==> config.mk <==
export PLATFORM = sky130hd
export DESIGN_NAME = hann_windowed_real_fft_unit_flat
export DESIGN_NICKNAME = d
export VERILOG_FILES = /design/src/rtl/core/hwrf_pkg.sv /design/src/rtl/core/hwrf_smp_if.sv /design/src/rtl/core/hwrf_bin_if.sv /design/src/rtl/core/hann_windowed_real_fft_unit.sv /design/src/rtl/core/hwrf_mac.sv /design/src/rtl/core/hwrf_seq.sv /design/src/flat_wrapper.sv
export SDC_FILE = /design/constraint.sdc
export NUM_CORES = 2
export LEC_CHECK = 0
export BUFFER_PORTS_ARGS = -buffer_cell sky130_fd_sc_hd__buf_2
export CAP_MARGIN = 20
export CORE_UTILIZATION = 58
export DETAILED_ROUTE_END_ITERATION = 16
export PLACE_DENSITY = 0.77
export SYNTH_ARGS = -nofsm -noshare
export SYNTH_HDL_FRONTEND = slang
export SYNTH_SLANG_ARGS = --single-unit
==> constraint.sdc <==
create_clock -name clk -period 9.2 [get_ports clk]
set_input_delay 0.92 -clock clk [delete_from_list [all_inputs] [get_ports clk]]
set_output_delay 0.92 -clock clk [all_outputs]
set_load 0.01 [all_outputs]
==> src/rtl/core/hwrf_pkg.sv <==
// package for the hann windowed real fft: constants, states and table functions
`default_nettype none
package hwrf_pkg;

  localparam int FRAME_SIZE_DEF  = 64;
  localparam int SAMPLE_BITS_DEF = 16;
  localparam int IN_W            = 16;
  localparam int BIN_W           = 6;
  localparam int OUT_W           = 23;
  localparam int COEF_W          = 16;

  localparam longint Q30_ONE     = 64'sd1073741824;
  localparam longint HALF_PI_Q30 = 64'sd1686629713;

  typedef enum logic [3:0] {
    ST_FILL,
    ST_WRD,
    ST_WMUL,
    ST_WWR,
    ST_RD,
    ST_MRE,
    ST_MIM,
    ST_ACC,
    ST_OUT
  } hwrf_state_t;

  // control from the sequencer to the datapath
  typedef struct packed {
    logic in_ready;
    logic out_valid;
    logic mac_en;
    logic use_xq;
    logic sel_win;
    logic sel_sin;
    logic wb_en;
    logic acc_re_en;
    logic acc_im_en;
  } hwrf_ctrl_t;

  // first quadrant cosine, even taylor series in horner form
  function automatic longint cos_quad(input longint x);
    longint x2;
    longint t;
    longint p;
    longint Dk;
    x2 = (x * x) >>> 30;
    t  = Q30_ONE;
    for (int k = 6; k >= 1; k--) begin
      Dk = longint'(2 * k) * longint'(2 * k - 1);
      p  = (x2 * t) >>> 30;
      t  = Q30_ONE - p / Dk;
      if (t < 0) t = 0;
    end
    return t;
  endfunction

  function automatic longint cos_phase(input logic [31:0] ph);
    logic [1:0] quad;
    longint     r;
    longint     a;
    longint     x;
    longint     c;
    quad = ph[31:30];
    r    = longint'({34'd0, ph[29:0]});
    a    = quad[0] ? (Q30_ONE - r) : r;
    x    = (a * HALF_PI_Q30) >>> 30;
    c    = cos_quad(x);
    return (quad == 2'd1 || quad == 2'd2) ? -c : c;
  endfunction

  function automatic logic [31:0] phase_of(input longint m, input longint Den);
    longint v;
    v = ((m <<< 32) + Den / 2) / Den;
    return v[31:0];
  endfunction

  function automatic logic signed [COEF_W-1:0] q15_of_q30(input longint v);
    longint r;
    r = (v + 64'sd16384) >>> 15;
    if (r > 32767) r = 32767;
    if (r < -32768) r = -32768;
    return COEF_W'(r);
  endfunction

  function automatic logic signed [COEF_W-1:0] win_val(input int n, input int Size);
    longint w30;
    longint w;
    w30 = (Q30_ONE - cos_phase(phase_of(longint'(n), longint'(Size - 1)))) >>> 1;
    w   = (w30 + 64'sd16384) >>> 15;
    if (w > 32767) w = 32767;
    return COEF_W'(w);
  endfunction

  function automatic logic signed [COEF_W-1:0] twc_val(input int n, input int Size);
    return q15_of_q30(cos_phase(phase_of(longint'(n), longint'(Size))));
  endfunction

  function automatic logic signed [COEF_W-1:0] tws_val(input int n, input int Size);
    logic [31:0] pt;
    pt = phase_of(longint'(n), longint'(Size)) - 32'h4000_0000;
    return q15_of_q30(-cos_phase(pt));
  endfunction

endpackage
`default_nettype wire

==> src/rtl/core/hwrf_smp_if.sv <==
// sample channel interface
`default_nettype none
interface hwrf_smp_if;
  import hwrf_pkg::*;
  logic                    valid;
  logic                    ready;
  logic signed [IN_W-1:0]  sample;
  modport source (output valid, output sample, input ready);
  modport sink   (input valid, input sample, output ready);
endinterface
`default_nettype wire

==> src/rtl/core/hwrf_bin_if.sv <==
// spectrum bin channel interface
`default_nettype none
interface hwrf_bin_if;
  import hwrf_pkg::*;
  logic                    valid;
  logic                    ready;
  logic [BIN_W-1:0]        bin_index;
  logic signed [OUT_W-1:0] real_part;
  logic signed [OUT_W-1:0] imag_part;
  logic                    last_bin;
  modport source (output valid, output bin_index, output real_part, output imag_part,
                  output last_bin, input ready);
  modport sink   (input valid, input bin_index, input real_part, input imag_part,
                  input last_bin, output ready);
endinterface
`default_nettype wire

==> src/rtl/core/hann_windowed_real_fft_unit.sv <==
// top level: frame store, window and dft datapath around one shared multiplier
//
//  channel  | dir | payload                                        | transfer
//  in_ch    | in  | sample (16b signed)                            | valid & ready
//  out_ch   | out | bin_index, real_part, imag_part, last_bin      | valid & ready
//
// samples are taken one per cycle until a frame of FRAME_SIZE is held
// then the block is busy: each sample is read, windowed and written back, then for
// each of FRAME_SIZE/2+1 bins the samples are multiplied by cosine and sine twiddles
// and summed and the bin waits for its request to be taken; the one multiplier is shared
// synchronous reset returns to sample collection with an empty frame
// a stalled output holds the bin and stops the sequencer
`default_nettype none
module hann_windowed_real_fft_unit import hwrf_pkg::*; #(
  parameter int FRAME_SIZE  = FRAME_SIZE_DEF,
  parameter int SAMPLE_BITS = SAMPLE_BITS_DEF
) (
  input  wire logic  clk,
  input  wire logic  rst,
  hwrf_smp_if.sink   in_ch,
  hwrf_bin_if.source out_ch
);

  localparam int IDX_W = $clog2(FRAME_SIZE);
  localparam int HALF  = FRAME_SIZE / 2;
  localparam int ACC_W = (SAMPLE_BITS + 8 > OUT_W + 1) ? SAMPLE_BITS + 8 : OUT_W + 1;
  localparam logic signed [ACC_W-1:0] OUT_MAX = ACC_W'((64'sd1 <<< (OUT_W - 1)) - 1);
  localparam logic signed [ACC_W-1:0] OUT_MIN = ACC_W'(-(64'sd1 <<< (OUT_W - 1)));

  logic signed [COEF_W-1:0] win_tab [FRAME_SIZE];
  logic signed [COEF_W-1:0] cos_tab [FRAME_SIZE];
  logic signed [COEF_W-1:0] sin_tab [FRAME_SIZE];

  for (genvar g = 0; g < FRAME_SIZE; g++) begin : g_tab
    assign win_tab[g] = win_val(g, FRAME_SIZE);
    assign cos_tab[g] = twc_val(g, FRAME_SIZE);
    assign sin_tab[g] = tws_val(g, FRAME_SIZE);
  end

  hwrf_state_t state;
  hwrf_ctrl_t  ctrl;

  logic [IDX_W-1:0] fill;
  logic [IDX_W-1:0] n;
  logic [IDX_W-1:0] m;
  logic [IDX_W-1:0] k;
  logic [IDX_W:0]   m_sum;
  logic             fill_last;
  logic             n_last;
  logic             k_last;

  logic signed [SAMPLE_BITS-1:0] mem [FRAME_SIZE];
  logic signed [SAMPLE_BITS-1:0] mem_q;
  logic signed [SAMPLE_BITS-1:0] xq;
  logic signed [SAMPLE_BITS-1:0] in_x;
  logic signed [SAMPLE_BITS-1:0] mac_a;
  logic signed [COEF_W-1:0]      mac_b;
  logic signed [SAMPLE_BITS:0]   mac_rnd;
  logic signed [ACC_W-1:0]       acc_re;
  logic signed [ACC_W-1:0]       acc_im;
  logic signed [ACC_W-1:0]       im_sum;
  logic in_take;
  logic out_take;

  if (SAMPLE_BITS > IN_W) begin : g_in_wide
    assign in_x = {{(SAMPLE_BITS - IN_W){1'b0}}, in_ch.sample};
  end else begin : g_in_narrow
    assign in_x = in_ch.sample[SAMPLE_BITS-1:0];
  end

  assign fill_last = (fill == IDX_W'(FRAME_SIZE - 1));
  assign n_last    = (n == IDX_W'(FRAME_SIZE - 1));
  assign k_last    = (k == IDX_W'(HALF));
  assign in_take   = in_ch.valid && ctrl.in_ready;
  assign out_take  = ctrl.out_valid && out_ch.ready;
  assign m_sum     = {1'b0, m} + {1'b0, k};

  hwrf_seq #(.FRAME_SIZE(FRAME_SIZE)) u_seq (
    .clk       (clk),
    .rst       (rst),
    .in_valid  (in_ch.valid),
    .out_ready (out_ch.ready),
    .fill_last (fill_last),
    .n_last    (n_last),
    .k_last    (k_last),
    .state     (state),
    .ctrl      (ctrl)
  );

  assign mac_a = ctrl.use_xq ? xq : mem_q;
  assign mac_b = ctrl.sel_win ? win_tab[n] : (ctrl.sel_sin ? sin_tab[m] : cos_tab[m]);

  hwrf_mac #(.A_W(SAMPLE_BITS)) u_mac (
    .clk (clk),
    .en  (ctrl.mac_en),
    .opa (mac_a),
    .opb (mac_b),
    .rnd (mac_rnd)
  );

  // frame store, one write and one registered read per cycle
  always_ff @(posedge clk) begin
    if (in_take)          mem[fill] <= in_x;
    else if (ctrl.wb_en)  mem[n]    <= mac_rnd[SAMPLE_BITS-1:0];
    mem_q <= mem[n];
  end

  always_ff @(posedge clk) begin
    if (state == ST_MRE) xq <= mem_q;
  end

  always_ff @(posedge clk) begin
    if (rst) begin
      fill <= '0;
    end else if (in_take) begin
      fill <= fill_last ? '0 : fill + 1'b1;
    end
  end

  assign im_sum = acc_im + ACC_W'(mac_rnd);

  // index and accumulator sequencing
  always_ff @(posedge clk) begin
    if (rst) begin
      n <= '0;
      m <= '0;
      k <= '0;
    end else begin
      if (in_take && fill_last) begin
        n <= '0;
      end else if (ctrl.wb_en) begin
        n <= n_last ? '0 : n + 1'b1;
        if (n_last) begin
          k <= '0;
          m <= '0;
        end
      end else if (ctrl.acc_im_en) begin
        n <= n_last ? '0 : n + 1'b1;
        m <= (m_sum >= (IDX_W + 1)'(FRAME_SIZE)) ?
             IDX_W'(m_sum - (IDX_W + 1)'(FRAME_SIZE)) : m_sum[IDX_W-1:0];
      end else if (out_take) begin
        n <= '0;
        m <= '0;
        k <= k + 1'b1;
      end
    end
  end

  always_ff @(posedge clk) begin
    if ((ctrl.wb_en && n_last) || out_take) begin
      acc_re <= '0;
      acc_im <= '0;
    end else begin
      if (ctrl.acc_re_en) acc_re <= acc_re + ACC_W'(mac_rnd);
      if (ctrl.acc_im_en) acc_im <= im_sum;
    end
  end

  // result register, loaded on the last term of a bin
  always_ff @(posedge clk) begin
    if (ctrl.acc_im_en && n_last) begin
      out_ch.bin_index <= BIN_W'(k);
      out_ch.last_bin  <= k_last;
      if (acc_re > OUT_MAX)      out_ch.real_part <= OUT_W'(OUT_MAX);
      else if (acc_re < OUT_MIN) out_ch.real_part <= OUT_W'(OUT_MIN);
      else                       out_ch.real_part <= OUT_W'(acc_re);
      if (im_sum > OUT_MAX)      out_ch.imag_part <= OUT_W'(OUT_MAX);
      else if (im_sum < OUT_MIN) out_ch.imag_part <= OUT_W'(OUT_MIN);
      else                       out_ch.imag_part <= OUT_W'(im_sum);
    end
  end

  assign in_ch.ready  = ctrl.in_ready;
  assign out_ch.valid = ctrl.out_valid;

endmodule
`default_nettype wire

==> src/rtl/core/hwrf_mac.sv <==
// shared multiplier with product register and round half up by 2^15
`default_nettype none
module hwrf_mac import hwrf_pkg::*; #(
  parameter int A_W = SAMPLE_BITS_DEF
) (
  input  wire logic                     clk,
  input  wire logic                     en,
  input  wire logic signed [A_W-1:0]    opa,
  input  wire logic signed [COEF_W-1:0] opb,
  output logic signed [A_W:0]           rnd
);

  localparam int P_W = A_W + COEF_W;

  logic signed [P_W-1:0] prod;
  logic signed [P_W-1:0] biased;

  always_ff @(posedge clk) begin
    if (en) prod <= opa * opb;
  end

  assign biased = prod + P_W'(16384);
  assign rnd    = biased[P_W-1:15];

endmodule
`default_nettype wire

==> src/rtl/core/hwrf_seq.sv <==
// sequencer for fill, window and per-bin transform passes
`default_nettype none
module hwrf_seq import hwrf_pkg::*; #(
  parameter int FRAME_SIZE = FRAME_SIZE_DEF
) (
  input  wire logic       clk,
  input  wire logic       rst,
  input  wire logic       in_valid,
  input  wire logic       out_ready,
  input  wire logic       fill_last,
  input  wire logic       n_last,
  input  wire logic       k_last,
  output hwrf_state_t     state,
  output hwrf_ctrl_t      ctrl
);

  hwrf_state_t state_next;

  always_ff @(posedge clk) begin
    if (rst) state <= ST_FILL;
    else     state <= state_next;
  end

  always_comb begin
    state_next = state;
    unique case (state)
      ST_FILL: if (in_valid && fill_last) state_next = ST_WRD;
      ST_WRD:  state_next = ST_WMUL;
      ST_WMUL: state_next = ST_WWR;
      ST_WWR:  state_next = n_last ? ST_RD : ST_WRD;
      ST_RD:   state_next = ST_MRE;
      ST_MRE:  state_next = ST_MIM;
      ST_MIM:  state_next = ST_ACC;
      ST_ACC:  state_next = n_last ? ST_OUT : ST_RD;
      ST_OUT: begin
        if (out_ready) state_next = k_last ? ST_FILL : ST_RD;
      end
      default: state_next = ST_FILL;
    endcase
  end

  always_comb begin
    ctrl = '0;
    unique case (state)
      ST_FILL: ctrl.in_ready = 1'b1;
      ST_WMUL: begin
        ctrl.mac_en  = 1'b1;
        ctrl.sel_win = 1'b1;
      end
      ST_WWR:  ctrl.wb_en = 1'b1;
      ST_MRE:  ctrl.mac_en = 1'b1;
      ST_MIM: begin
        ctrl.mac_en    = 1'b1;
        ctrl.use_xq    = 1'b1;
        ctrl.sel_sin   = 1'b1;
        ctrl.acc_re_en = 1'b1;
      end
      ST_ACC:  ctrl.acc_im_en = 1'b1;
      ST_OUT:  ctrl.out_valid = 1'b1;
      default: ctrl = '0;
    endcase
  end

endmodule
`default_nettype wire

==> src/flat_wrapper.sv <==
// flat-port wrapper written by rule: the top's interface ports become plain ports
module hann_windowed_real_fft_unit_flat import hwrf_pkg::*;
#(
  parameter int FRAME_SIZE  = FRAME_SIZE_DEF,
  parameter int SAMPLE_BITS = SAMPLE_BITS_DEF
)
  (clk, rst, in_ch_valid, in_ch_sample, in_ch_ready, out_ch_valid, out_ch_bin_index, out_ch_real_part, out_ch_imag_part, out_ch_last_bin, out_ch_ready);
  hwrf_smp_if in_ch_i ();
  hwrf_bin_if out_ch_i ();
  input  wire logic clk;
  input  wire logic rst;
  input wire logic [$bits(in_ch_i.valid)-1:0] in_ch_valid;
  input wire logic [$bits(in_ch_i.sample)-1:0] in_ch_sample;
  output wire logic [$bits(in_ch_i.ready)-1:0] in_ch_ready;
  output wire logic [$bits(out_ch_i.valid)-1:0] out_ch_valid;
  output wire logic [$bits(out_ch_i.bin_index)-1:0] out_ch_bin_index;
  output wire logic [$bits(out_ch_i.real_part)-1:0] out_ch_real_part;
  output wire logic [$bits(out_ch_i.imag_part)-1:0] out_ch_imag_part;
  output wire logic [$bits(out_ch_i.last_bin)-1:0] out_ch_last_bin;
  input wire logic [$bits(out_ch_i.ready)-1:0] out_ch_ready;
  assign in_ch_i.valid = in_ch_valid;
  assign in_ch_i.sample = in_ch_sample;
  assign in_ch_ready = in_ch_i.ready;
  assign out_ch_valid = out_ch_i.valid;
  assign out_ch_bin_index = out_ch_i.bin_index;
  assign out_ch_real_part = out_ch_i.real_part;
  assign out_ch_imag_part = out_ch_i.imag_part;
  assign out_ch_last_bin = out_ch_i.last_bin;
  assign out_ch_i.ready = out_ch_ready;
  hann_windowed_real_fft_unit #(.FRAME_SIZE(FRAME_SIZE), .SAMPLE_BITS(SAMPLE_BITS)) u_core (.clk(clk), .rst(rst), .in_ch(in_ch_i), .out_ch(out_ch_i));
endmodule
==> key figures <==
Final layout
  – Multi-input logic area: 23900 µm²
  – Filler cells: between 7000 and 8000
  – Layout cells sized above 1: around 17%
  – Register area: between 30000 and 40000 µm²
  – Layout Nets: between 4000 and 5000
  – Area delta synth->final: 10.6%

Clock tree
  – H-tree depth: 3
  – Worst-Skew Late Latency: between 700 and 800 ps
  – Post-CTS Setup Bufs: 0
  – Worst-path clk slew: about 60 ps
  – Clock root cell: clkbuf_16
  – CTS resizes: 0
  – # clock sinks: roughly 1200
  – CTS tree: built
  – Hold_buf cts: 0
  – Deepest clock path buffer count: 3
  – Inserted Clock Buffers: around 120

Hold path
  – Worst hold path depth: 0
  – Hold Path Sink: u_core.xq[7]
  – Worst Hold Class: reg -> reg
  – HP Start: u_core.mem_q[7]

Detailed routing
  – Antenna viol nets, final: 0
  – Via Count: between 30000 and 40000
  – DRC: 0
  – Routed wire per std cell: between 20 and 30 µm
  – Vias/cell: ~6.4
  – Starting DRC count in detailed routing: around 4300
  – Total Wirelength: roughly 160000 µm
  – First drt pass iteration count: 6

Floorplan
  – Initial Util: approximately three fifths
  – Core Rows: around 120
  – Die width: around 330 µm
  – Die Y: ~330 µm
  – Core area: about 100000 µm²
  – Die Area: about 110000 µm²
  – IO Pins: 75

Global routing
  – First-pass GRT wire length: 235000 µm
  – Vias in the first global route: 37700
  – Total track usage: 29.5%
  – Initial antenna violation count: 3
  – Pin count of the biggest net entering global routing: around 150
  – Total overflow reported by the global router: 0

Outcome
  – Status: finished, final reports clean

Critical path
  – R2R Path End: u_core.u_mac.prod[25]
  – CP max-delay cell: dfxtp_1
  – Critical path arrival: between 9000 and 10000 ps
  – WP data required: between 9000 and 10000 ps
  – Worst reg2reg path depth: 25
  – RR Startpoint: u_core.u_seq.state[2]
  – R2r setup slk: around 500 ps
  – Setup crit start kind: flop
  – Crit-path max FO: 17
  – CP Capture Type: flop
  – CP Class: reg -> reg
  – Max stage delay on crit path: just under 700 ps
  – Crit-path most repeated cell: fa_1

Timing
  – Max-Slew Margin vs Limit: about 24%
  – Hold Fails Final Rpt: 0
  – Min Tclk post-route: ~8700 ps
  – Pins Over Slew Limit: 0
  – Worst Skew: 83.7 ps
  – Worst-margin pin slew: 1130 ps
  – Final setup vio count: 0
  – RSZ-0062 raised after global routing: no
  – Setup TNS: 0 ps
  – Max frequency: 115 MHz
  – Period utilisation layout: between 90% and 100%

Synth
  – Cell area after synthesis: approximately 60000 µm²
  – Register area share after synthesis: between 50% and 60%
  – Most numerous cell in the Yosys netlist: edfxtp_1
  – Synth cell types: 85
  – Synth async-reset ratio: 0%
  – Yosys reg bits: 1203
  – Synth Flop Type: edfxtp_1
  – Largest area contributor in the netlist: edfxtp_1
  – Cells after synthesis: ~4300
  – EDFF count, synth: 1111
  – Syn Nets: around 4800
  – Share of Yosys cell area claimed by the top area cell type: around 55%
  – Synth cell count leaders: edfxtp_1, nand2_1, nor2_1, inv_1, mux4_2
  – Synth top area cells: edfxtp_1, mux4_2, fa_1
  – Syn avg cell area: 14.1 µm²
  – Synth warn: 0

Placed design
  – Port Buffers: 74
  – GPL Wtd Cong: approximately 0.95
  – Detailed placer's ending HPWL: slightly below 100000 µm

Job
  – Max Cap Violations: 0
area by class of cell:
type	instances	share of cell area (%)
timing repair buffer	229	2.31
clock buffer	142	4.43
multi-input combinational	2553	35.3
sequential	1203	52.0
inverter	349	1.94
antenna	1	0.00370
clock inverter	75	1.40
tap	1380	2.55
worst max path at each step:
stage | endpoint | startpoint | cells past startpoint
4_1_cts | u_core.u_mac.prod[25] | u_core.u_seq.state[2] | 25
2_1_floorplan | u_core.u_mac.prod[25] | u_core.n[1] | 33
3_5_place_dp | u_core.u_mac.prod[25] | u_core.u_seq.state[2] | 25
6_report | u_core.u_mac.prod[25] | u_core.u_seq.state[2] | 25
3_3_place_gp | u_core.u_mac.prod[25] | u_core.m[3] | 29
5_1_grt | u_core.u_mac.prod[25] | u_core.u_seq.state[2] | 25
placed cells by master, fill, tap and decap left out, types with 9 or more instances in the layout:
cell / count
a211oi_1: 17
nand3_1: 48
o21ai_1: 10
xnor2_1: 71
bufinv_16: 17
or2_2: 14
inv_1: 342
ha_1: 154
clkbuf_16: 116
edfxtp_1: 1111
clkinv_2: 27
a21oi_1: 206
o21ai_0: 125
buf_2: 74
a31oi_1: 15
nor3_1: 32
o31ai_1: 11
nand2b_1: 38
o221ai_1: 26
a21o_1: 32
clkinv_1: 21
o211ai_1: 19
nand2_2: 16
and3_1: 16
o22ai_1: 33
mux2i_1: 55
dfxtp_1: 85
mux4_2: 291
nor2_1: 355
and2_1: 44
nor2b_1: 12
nand2_1: 450
clkbuf_1: 26
a221oi_1: 10
fa_1: 264
maj3_1: 19
xor2_1: 27
or3_1: 9
nand4_1: 10
buf_4: 151
layer usage:
metal	up-vias	wire length [µm]	GRT usage [%]
li1	16100	-	-
met1	19100	59400	39.9
met2	2177	75100	47.0
met3	444	13900	5.42
met4	4	7660	13.5
met5	-	24	0
stage by stage:
step	util (%)	hold WS, ps	cell area [µm²]	setup slack (ps)	cells
floorplan	-	408	61200	241	4333
global placement	61.2	419	63700	818	5710
detailed placement	61.2	420	63700	581	5710
CTS	65.0	435	67700	573	5927
global route	65.0	451	67700	115	5931
finish	65.0	442	67700	497	5932
state kept, by name (all words and copies together) (netlist names):
| signal | flops |
|---|---|
| u_core.mem | 1024 |
| u_core.acc_im | 24 |
| u_core.acc_re | 24 |
| u_core.out_ch.imag_part | 23 |
| u_core.out_ch.real_part | 23 |
| u_core.u_mac.prod | 18 |
| u_core.mem_q | 16 |
| u_core.xq | 16 |
| u_core.fill | 6 |
| u_core.k | 6 |
| u_core.m | 6 |
| u_core.n | 6 |
| u_core.out_ch.bin_index | 6 |
| u_core.u_seq.state | 4 |
| u_core.out_ch.last_bin | 1 |
cells by family after synthesis:
kind of cell | synth area share, %
AND/OR/NAND/NOR | 7.43
AO/OA/AOI/OAI | 6.14
XOR/XNOR | 1.49
adder cells (fa/ha/maj) | 12.1
multiplexers | 11.7
flip-flops | 57.5
buffers and inverters | 3.61
critical path, delay by kind of cell (launching register included):
kind	cells	cell delay, ps
AOI/OAI and AO/OA	12	2940
and+or+nand+nor	3	1230
adders and majority gates	7	3350
buffers and inverters	2	100
DFF	1	680
xor gates and xnor gates	1	140
Power is left out: the tool's default activity adds up to more than one toggle a clock period on the data nets, which glitch-free logic cannot reach.
